`src/hdl/sps_pkg.sv`:
```
// Package for the S-curve profile step engine: item, configuration and
// control types, segment and action codes, and sizing constants.
// No dependencies; every other file of the block refers to it.
`default_nettype none

package sps_pkg;

  localparam int DivW = 24;
  localparam int DivCntW = $clog2(DivW);
  localparam logic [DivCntW-1:0] DivLast = DivCntW'(DivW - 1);
  localparam logic [30:0] DistMax = 31'h7FFF_FFFF;
  localparam logic [23:0] StopSpeed = 24'd2;
  localparam logic [23:0] VelMax = 24'hFF_FFFF;

  localparam logic [2:0] SEG_DONE           = 3'd0;
  localparam logic [2:0] SEG_JERK_UP        = 3'd1;
  localparam logic [2:0] SEG_CONST_ACC      = 3'd2;
  localparam logic [2:0] SEG_JERK_DOWN      = 3'd3;
  localparam logic [2:0] SEG_CRUISE         = 3'd4;
  localparam logic [2:0] SEG_DEC_JERK_UP    = 3'd5;
  localparam logic [2:0] SEG_DEC_CONST      = 3'd6;
  localparam logic [2:0] SEG_DEC_JERK_DOWN  = 3'd7;

  typedef enum logic [1:0] {
    ACT_TICK  = 2'd0,
    ACT_START = 2'd1,
    ACT_STOP  = 2'd2
  } action_e;

  typedef enum logic [2:0] {
    CFG_MAX_SPEED    = 3'd0,
    CFG_MAX_ACCEL    = 3'd1,
    CFG_JERK_STEP    = 3'd2,
    CFG_JERK_TICKS   = 3'd3,
    CFG_CONST_TICKS  = 3'd4,
    CFG_CRUISE_EN    = 3'd5,
    CFG_BRAKE_DIST   = 3'd6,
    CFG_GOAL_POS     = 3'd7
  } cfg_idx_e;

  typedef struct packed {
    logic        [1:0]  action;
    logic signed [31:0] start_position;
  } in_t;

  typedef struct packed {
    logic signed [31:0] position;
    logic        [23:0] speed;
    logic        [2:0]  segment;
    logic               done_res;
  } out_t;

  typedef struct packed {
    logic [23:0] max_speed;
    logic [23:0] max_accel;
    logic [23:0] jerk_step;
    logic [23:0] jerk_ticks;
    logic [23:0] const_accel_ticks;
    logic        cruise_enable;
    logic [30:0] brake_distance;
    logic [31:0] goal_position;
  } cfg_t;

  typedef enum logic [4:0] {
    OP_NONE,
    OP_LATCH,
    OP_TICK_ACC,
    OP_TICK_VEL,
    OP_TICK_POS,
    OP_TICK_SNAP,
    OP_START,
    OP_STOP_ZERO,
    OP_DIV_TJ_GO,
    OP_DIV_TJ_WAIT,
    OP_L1_INIT,
    OP_L1_STEP,
    OP_DIV_TD_GO,
    OP_DIV_TD_WAIT,
    OP_DIV_M_GO,
    OP_DIV_M_WAIT,
    OP_MUL_P1,
    OP_MUL_P2,
    OP_MUL_P3,
    OP_MID_SUM,
    OP_L2_INIT,
    OP_L2_STEP,
    OP_TAIL_MUL,
    OP_TAIL_ADD,
    OP_STOP_END
  } op_e;

  typedef enum logic [4:0] {
    S_IDLE,
    S_TICK_ACC,
    S_TICK_VEL,
    S_TICK_POS,
    S_TICK_SNAP,
    S_START,
    S_STOP_CHK,
    S_DTJ_GO,
    S_DTJ_WAIT,
    S_L1_INIT,
    S_L1,
    S_DTD_GO,
    S_DTD_WAIT,
    S_DM_GO,
    S_DM_WAIT,
    S_MUL1,
    S_MUL2,
    S_MUL3,
    S_MID,
    S_L2_INIT,
    S_L2,
    S_TAIL_MUL,
    S_TAIL_ADD,
    S_STOP_END,
    S_OUT
  } state_e;

  typedef struct packed {
    op_e  op;
    logic load_out;
  } cmd_t;

  typedef struct packed {
    logic seg_done;
    logic stop_skip;
    logic stop_trivial;
    logic div_done;
    logic div_quo_zero;
    logic run_done;
    logic tail;
  } dp_status_t;

endpackage

`default_nettype wire

```
`src/hdl/sps_ctrl.sv`:
```
// Controller of the S-curve profile step engine: sequences the datapath
// through tick, start and stop operations. Depends on sps_pkg.
`default_nettype none

module sps_ctrl (
  input  wire logic                clk_i,
  input  wire logic                rst_ni,
  input  wire logic                in_valid_i,
  input  wire logic [1:0]          action_i,
  input  wire logic                out_free_i,
  input  wire sps_pkg::dp_status_t status_i,
  output sps_pkg::cmd_t            cmd_o,
  output logic                     in_stall_o
);

  sps_pkg::state_e state_q, state_d;
  logic accept;

  assign accept     = in_valid_i && (state_q == sps_pkg::S_IDLE);
  assign in_stall_o = (state_q != sps_pkg::S_IDLE);

  always_comb begin
    state_d = state_q;
    unique case (state_q)
      sps_pkg::S_IDLE: begin
        if (accept) begin
          unique case (action_i)
            sps_pkg::ACT_TICK:  state_d = status_i.seg_done ? sps_pkg::S_OUT
                                                            : sps_pkg::S_TICK_ACC;
            sps_pkg::ACT_START: state_d = sps_pkg::S_START;
            sps_pkg::ACT_STOP:  state_d = sps_pkg::S_STOP_CHK;
            default:            state_d = sps_pkg::S_OUT;
          endcase
        end
      end
      sps_pkg::S_TICK_ACC:  state_d = sps_pkg::S_TICK_VEL;
      sps_pkg::S_TICK_VEL:  state_d = sps_pkg::S_TICK_POS;
      sps_pkg::S_TICK_POS:  state_d = sps_pkg::S_TICK_SNAP;
      sps_pkg::S_TICK_SNAP: state_d = sps_pkg::S_OUT;
      sps_pkg::S_START:     state_d = sps_pkg::S_OUT;
      sps_pkg::S_STOP_CHK: begin
        if (status_i.stop_skip || status_i.stop_trivial) state_d = sps_pkg::S_OUT;
        else                                             state_d = sps_pkg::S_DTJ_GO;
      end
      sps_pkg::S_DTJ_GO:   state_d = sps_pkg::S_DTJ_WAIT;
      sps_pkg::S_DTJ_WAIT: if (status_i.div_done) state_d = sps_pkg::S_L1_INIT;
      sps_pkg::S_L1_INIT:  state_d = sps_pkg::S_L1;
      sps_pkg::S_L1:       if (status_i.run_done) state_d = sps_pkg::S_DTD_GO;
      sps_pkg::S_DTD_GO:   state_d = sps_pkg::S_DTD_WAIT;
      sps_pkg::S_DTD_WAIT: begin
        if (status_i.div_done) begin
          state_d = status_i.div_quo_zero ? sps_pkg::S_L2_INIT : sps_pkg::S_DM_GO;
        end
      end
      sps_pkg::S_DM_GO:    state_d = sps_pkg::S_DM_WAIT;
      sps_pkg::S_DM_WAIT:  if (status_i.div_done) state_d = sps_pkg::S_MUL1;
      sps_pkg::S_MUL1:     state_d = sps_pkg::S_MUL2;
      sps_pkg::S_MUL2:     state_d = sps_pkg::S_MUL3;
      sps_pkg::S_MUL3:     state_d = sps_pkg::S_MID;
      sps_pkg::S_MID:      state_d = sps_pkg::S_L2_INIT;
      sps_pkg::S_L2_INIT:  state_d = sps_pkg::S_L2;
      sps_pkg::S_L2: begin
        if (status_i.run_done) begin
          state_d = status_i.tail ? sps_pkg::S_TAIL_MUL : sps_pkg::S_STOP_END;
        end
      end
      sps_pkg::S_TAIL_MUL: state_d = sps_pkg::S_TAIL_ADD;
      sps_pkg::S_TAIL_ADD: state_d = sps_pkg::S_STOP_END;
      sps_pkg::S_STOP_END: state_d = sps_pkg::S_OUT;
      sps_pkg::S_OUT:      if (out_free_i) state_d = sps_pkg::S_IDLE;
      default:             state_d = sps_pkg::S_IDLE;
    endcase
  end

  always_comb begin
    cmd_o.op       = sps_pkg::OP_NONE;
    cmd_o.load_out = 1'b0;
    unique case (state_q)
      sps_pkg::S_IDLE:      if (accept) cmd_o.op = sps_pkg::OP_LATCH;
      sps_pkg::S_TICK_ACC:  cmd_o.op = sps_pkg::OP_TICK_ACC;
      sps_pkg::S_TICK_VEL:  cmd_o.op = sps_pkg::OP_TICK_VEL;
      sps_pkg::S_TICK_POS:  cmd_o.op = sps_pkg::OP_TICK_POS;
      sps_pkg::S_TICK_SNAP: cmd_o.op = sps_pkg::OP_TICK_SNAP;
      sps_pkg::S_START:     cmd_o.op = sps_pkg::OP_START;
      sps_pkg::S_STOP_CHK: begin
        if (!status_i.stop_skip && status_i.stop_trivial) cmd_o.op = sps_pkg::OP_STOP_ZERO;
      end
      sps_pkg::S_DTJ_GO:    cmd_o.op = sps_pkg::OP_DIV_TJ_GO;
      sps_pkg::S_DTJ_WAIT:  cmd_o.op = sps_pkg::OP_DIV_TJ_WAIT;
      sps_pkg::S_L1_INIT:   cmd_o.op = sps_pkg::OP_L1_INIT;
      sps_pkg::S_L1:        if (!status_i.run_done) cmd_o.op = sps_pkg::OP_L1_STEP;
      sps_pkg::S_DTD_GO:    cmd_o.op = sps_pkg::OP_DIV_TD_GO;
      sps_pkg::S_DTD_WAIT:  cmd_o.op = sps_pkg::OP_DIV_TD_WAIT;
      sps_pkg::S_DM_GO:     cmd_o.op = sps_pkg::OP_DIV_M_GO;
      sps_pkg::S_DM_WAIT:   cmd_o.op = sps_pkg::OP_DIV_M_WAIT;
      sps_pkg::S_MUL1:      cmd_o.op = sps_pkg::OP_MUL_P1;
      sps_pkg::S_MUL2:      cmd_o.op = sps_pkg::OP_MUL_P2;
      sps_pkg::S_MUL3:      cmd_o.op = sps_pkg::OP_MUL_P3;
      sps_pkg::S_MID:       cmd_o.op = sps_pkg::OP_MID_SUM;
      sps_pkg::S_L2_INIT:   cmd_o.op = sps_pkg::OP_L2_INIT;
      sps_pkg::S_L2:        if (!status_i.run_done) cmd_o.op = sps_pkg::OP_L2_STEP;
      sps_pkg::S_TAIL_MUL:  cmd_o.op = sps_pkg::OP_TAIL_MUL;
      sps_pkg::S_TAIL_ADD:  cmd_o.op = sps_pkg::OP_TAIL_ADD;
      sps_pkg::S_STOP_END:  cmd_o.op = sps_pkg::OP_STOP_END;
      sps_pkg::S_OUT:       cmd_o.load_out = out_free_i;
      default:              cmd_o.op = sps_pkg::OP_NONE;
    endcase
  end

  always_ff @(posedge clk_i or negedge rst_ni) begin
    if (!rst_ni) state_q <= sps_pkg::S_IDLE;
    else         state_q <= state_d;
  end

endmodule

`default_nettype wire

```
`config.mk`:
```
export PLATFORM = sky130hd
export DESIGN_NAME = sps_ctrl
export DESIGN_NICKNAME = d
export VERILOG_FILES = /design/src/hdl/sps_pkg.sv /design/src/hdl/sps_ctrl.sv
export SDC_FILE = /design/constraint.sdc
export NUM_CORES = 1
export LEC_CHECK = 0
export BUFFER_PORTS_ARGS = -buffer_cell sky130_fd_sc_hd__buf_2
export CAP_MARGIN = 30
export CORE_UTILIZATION = 57
export DETAILED_ROUTE_END_ITERATION = 6
export GPL_ROUTABILITY_DRIVEN = 0
export GPL_TIMING_DRIVEN = 1
export PLACE_DENSITY = 0.95
export SYNTH_ARGS = -nofsm -noshare
export SYNTH_HDL_FRONTEND = slang
export SYNTH_SLANG_ARGS = --single-unit
```
`constraint.sdc`:
```
create_clock -name clk_i -period 2.5 [get_ports clk_i]
set_clock_uncertainty 0.1 [all_clocks]
set_input_delay 0.25 -clock clk_i [delete_from_list [all_inputs] [get_ports clk_i]]
set_output_delay 0.25 -clock clk_i [all_outputs]
set_load 0.02 [all_outputs]
```
; Word level (Yosys, flattened, before mapping)
; Cells that the tools add are included.
[op_classes]
mux = 19
n_reduce_logical = 9
n_eq_ne = 33
[op_table]
columns = operator, count
row1 = case mux 5 bit (24 select lines), 1
row2 = case mux 5 bit (23 select lines), 1
row3 = two-way mux 5 bit, 11
row4 = "== test 5 bit, second input constant", 9
row5 = "== test 5 x 4 -> 1 bit, second input constant", 8
row6 = "== test 5 x 3 -> 1 bit, second input constant", 4
row7 = case mux 5 bit (3 select lines), 1
row8 = "!= test 2 bit, second input constant", 7
row9 = "== test 5 x 2 -> 1 bit, second input constant", 2
row10 = AND reduction 7 bit, 1
row11 = "== test 5 x 1 -> 1 bit, second input constant", 1
row12 = zero test 5 bit, 1
row13 = nonzero test 5 bit, 1
row14 = two-way mux 4 bit, 1
row15 = two-way mux 3 bit, 1
row16 = OR reduction 3 bit, 1
row17 = "== test 2 x 1 -> 1 bit, second input constant", 1
row18 = "== test 2 bit, second input constant", 1
row19 = logical AND 1 bit, 2
row20 = zero test 2 bit, 1
row21 = two-way mux 1 bit, 2
row22 = two-way mux 2 bit, 1
row23 = zero test 1 bit, 1
row24 = logical OR 1 bit, 1
[totals]
output_inout_bits = 7
reg_bits = 5
wordCells = 62
inputBits = 13

; Longest topological paths before layout
[depth]
depth_word = 4
depth_mapped = 7
ltp_nobuf = 7

; Least setup slack after synthesis
; OpenSTA, ideal clock, no wires.
[synth_timing]
path_kind = register to output
start = register state_q[2]
end = output port cmd_o[1] (netlist bit)
required_time_ps = 2150
t_arrival_ps = 1443
stages_incl_launch_ff = 7
n_path_buf = 2
setup_slack_ps = 707
path_cell_list = dfrtp_1 -> buf_6 -> buf_2 -> nor2_1 -> a21oi_1 -> o221a_2 -> o211ai_1
[synth_lines]
columns = item, line
row1 = "start, declared", sps_ctrl.sv:16  ; sps_pkg::state_e state_q, state_d;
row2 = "start signal, assigned", sps_ctrl.sv:111  ; if (!rst_ni) state_q <= sps_pkg::S_IDLE;
row3 = "start signal, assigned", sps_ctrl.sv:112  ; else state_q <= state_d;
row4 = "end, declared", sps_ctrl.sv:12  ; output sps_pkg::cmd_t cmd_o,

==> reports/metrics.yaml <==
outcome: "finished clean"
dp_hpwl_um: 1700
finalHoldViolCount: 0
drtIter0Drc: 43
ys_warn_count: 0
layout-drive-gt1-share_pct: 28.9
grt_first_pass_wirelength_um: 3730
post-route-period-util_pct: 89.6
cts-root-buf: "clkbuf_4"
ys.flop_type: "dfrtp_1"
post-route-cell-area_um2: 961
h-tree-depth: 1
diodes: 0
start_util_pct: 64.4
wl_per_cell_um: 15.4
max-vdd-ir-drop_mv: 0.907
start_kind: "flop"
grt_start_max_net_pins: 23
hp-class: "in -> async"
wl_um: 2310
ioPinCount: 20
critPathKind: "reg -> out"
rsz0062_at_grt: "no"
port_buffers: 19
track_usage_pct: 27.2
finalSetupTns_ns: 0
critPathMaxFanout: 22
dp.cells: 145
top_layer_used: "met4"
endpoint_kind: "output port"
netlist_area_um2: 891
r2r_setup_slack_ns: 0.40
post_cts_buffers: 0
largest-register: "state_q"
antenna_found_initial: 0
path_cells: "nor2b_1 > o21ai_0 > a22oi_1 > nand3_1 > buf_2"
largest_register_ffs: 5
stdcell_count: 150
drc: 0
syn_inst: 120
yosysSeqAreaShare_pct: 14.0
relSlewSlack_pct: 52.4
grt_remaining_overflow: 0
power_density_nw_per_um2: 1320
cp_slowest_cell: "dfrtp_1"
p_leak_uw: 0.000408
synth_top_area_share_pct: 14.0
numClockSinks: 5
worst-path-stages: 5
reg_top3: "state_q (5)"
final_nets: 151
synth.net_count: 135
async_reset_ff_share_pct: 100
max_freq_mhz: 447
setup_violations: 0
critPathArrivalTime_ns: 1.89
syn_area_per_cell_um2: 7.42
clk_pin_slew_ns: 0.05
synth_cell_types: 49
coreArea_um2: 1380
slowest_delay_ns: 0.73
yosysTopAreaCell: "dfrtp_1"
row_count: 13
area_growth_pct: 7.87
cpLargestDelayFamily: "flip-flops"
synth-seq-cells: 5
dieArea_um2: 1730
via_count: 993
crit_buf_inv: 1
antenna_left: 0
cts_buffers: 3
slew_viol_final: 0
met2_length_um: 1120
viasPerCell: 6.62
drv_cap: 0
synth.area.top_cells: "dfrtp_1, a21oi_1, buf_6"
tightest_slew_ns: 0.715
setup_ws_ns: 0.261
pre_cts_ws_ns: 0.408
fp.dieH_um: 41.5
die_w_um: 41.5
grt_pass1_vias: 825
cts.path.max_buffers: 2
synth_edf_count: 0
place_area_um2: 921
cts_tree: "yes"
wirelength_met1_um: 952
r2r_cells: 5
synthTopCellsByCount: "a21oi_1, nor2_1, nand2_1, nand3_1"
met3WireLength_um: 206
clock_latency_ns: 0.25
synth.most_common_cell: "a21oi_1"
drt_first_pass_iters: 4
worstPathRequired_ns: 2.15
period_needed_ns: 2.24
[layer usage]
| layer | global-route usage, % | vias to the layer above |
|---|---|---|
| met5 | 0 | - |
| met4 | 10.3 | 0 |
| met3 | 5.65 | 8 |
| met2 | 40.3 | 67 |
| met1 | 38.4 | 448 |
| li1 | - | 470 |
[repair_timing]
item	in CTS	in global routing
endpoints found under the hold margin	5	0
setup endpoints to repair	0	2
hold buffers	1	0
resized for setup	0	3
[power breakdown]
group,leakage (uW),internal [uW],switching [uW]
registers,0.0000600,121,191
logic,0.000333,379,478
clock network,0.0000150,60.5,35.4
total,0.000408,561,705
[logic make-up after synthesis]
family | share of synthesized area [%]
and+or+nand+nor | 32.6
AOI/OAI and AO/OA | 34.4
buffers and inverters | 12.8
DFF | 14.0
muxes | 3.37
adders and majority gates | 2.81
[area by class of cell]
cell class                 instances  area (um2)
multi-input combinational         99         653
fill                             119         422
sequential                         5         128
timing repair buffer              21         113
clock buffer                       4        26.3
inverter                           6        22.5
tap                               15        18.8
[placed cells by master, fill, tap and decap left out, types with 2 or more instances in the layout]
cell | synthesis | final
nand2_1 | 8 | 8
o211ai_1 | 3 | 3
clkbuf_4 | 0 | 3
buf_2 | 1 | 19
mux2_4 | 2 | 2
o22a_1 | 2 | 2
inv_1 | 5 | 5
nor2b_1 | 4 | 4
a21o_1 | 2 | 2
a22oi_1 | 3 | 3
a21oi_1 | 14 | 14
dfrtp_2 | 0 | 2
ha_1 | 2 | 2
nand2b_1 | 2 | 2
nand3_1 | 8 | 8
dfrtp_1 | 5 | 3
o21ai_1 | 3 | 3
nor2_1 | 12 | 12
o21ai_0 | 6 | 6
[path summary, 6_finish.rpt]
check / endpoint / startpoint
max: cmd_o[2] / state_q[2]
min: state_q[0] / rst_ni
max reg2reg: state_q[3] / state_q[2]
min reg2reg: state_q[3] / state_q[3]
max in group asynchronous: state_q[3] / rst_ni
min in group clk_i: state_q[4] / out_free_i
[per-stage QoR]
step                      hold slack (ns)  total power, uW  utilization [%]
after floorplan                    -0.146             1020                -
after global placement            -0.0364             1110             66.6
after detailed placement          -0.0307             1140             66.6
after CTS                           0.243             1240             69.2
after global routing                0.277             1360             69.5
final                               0.249             1270             69.5
Power figures use the tool's default switching activity.
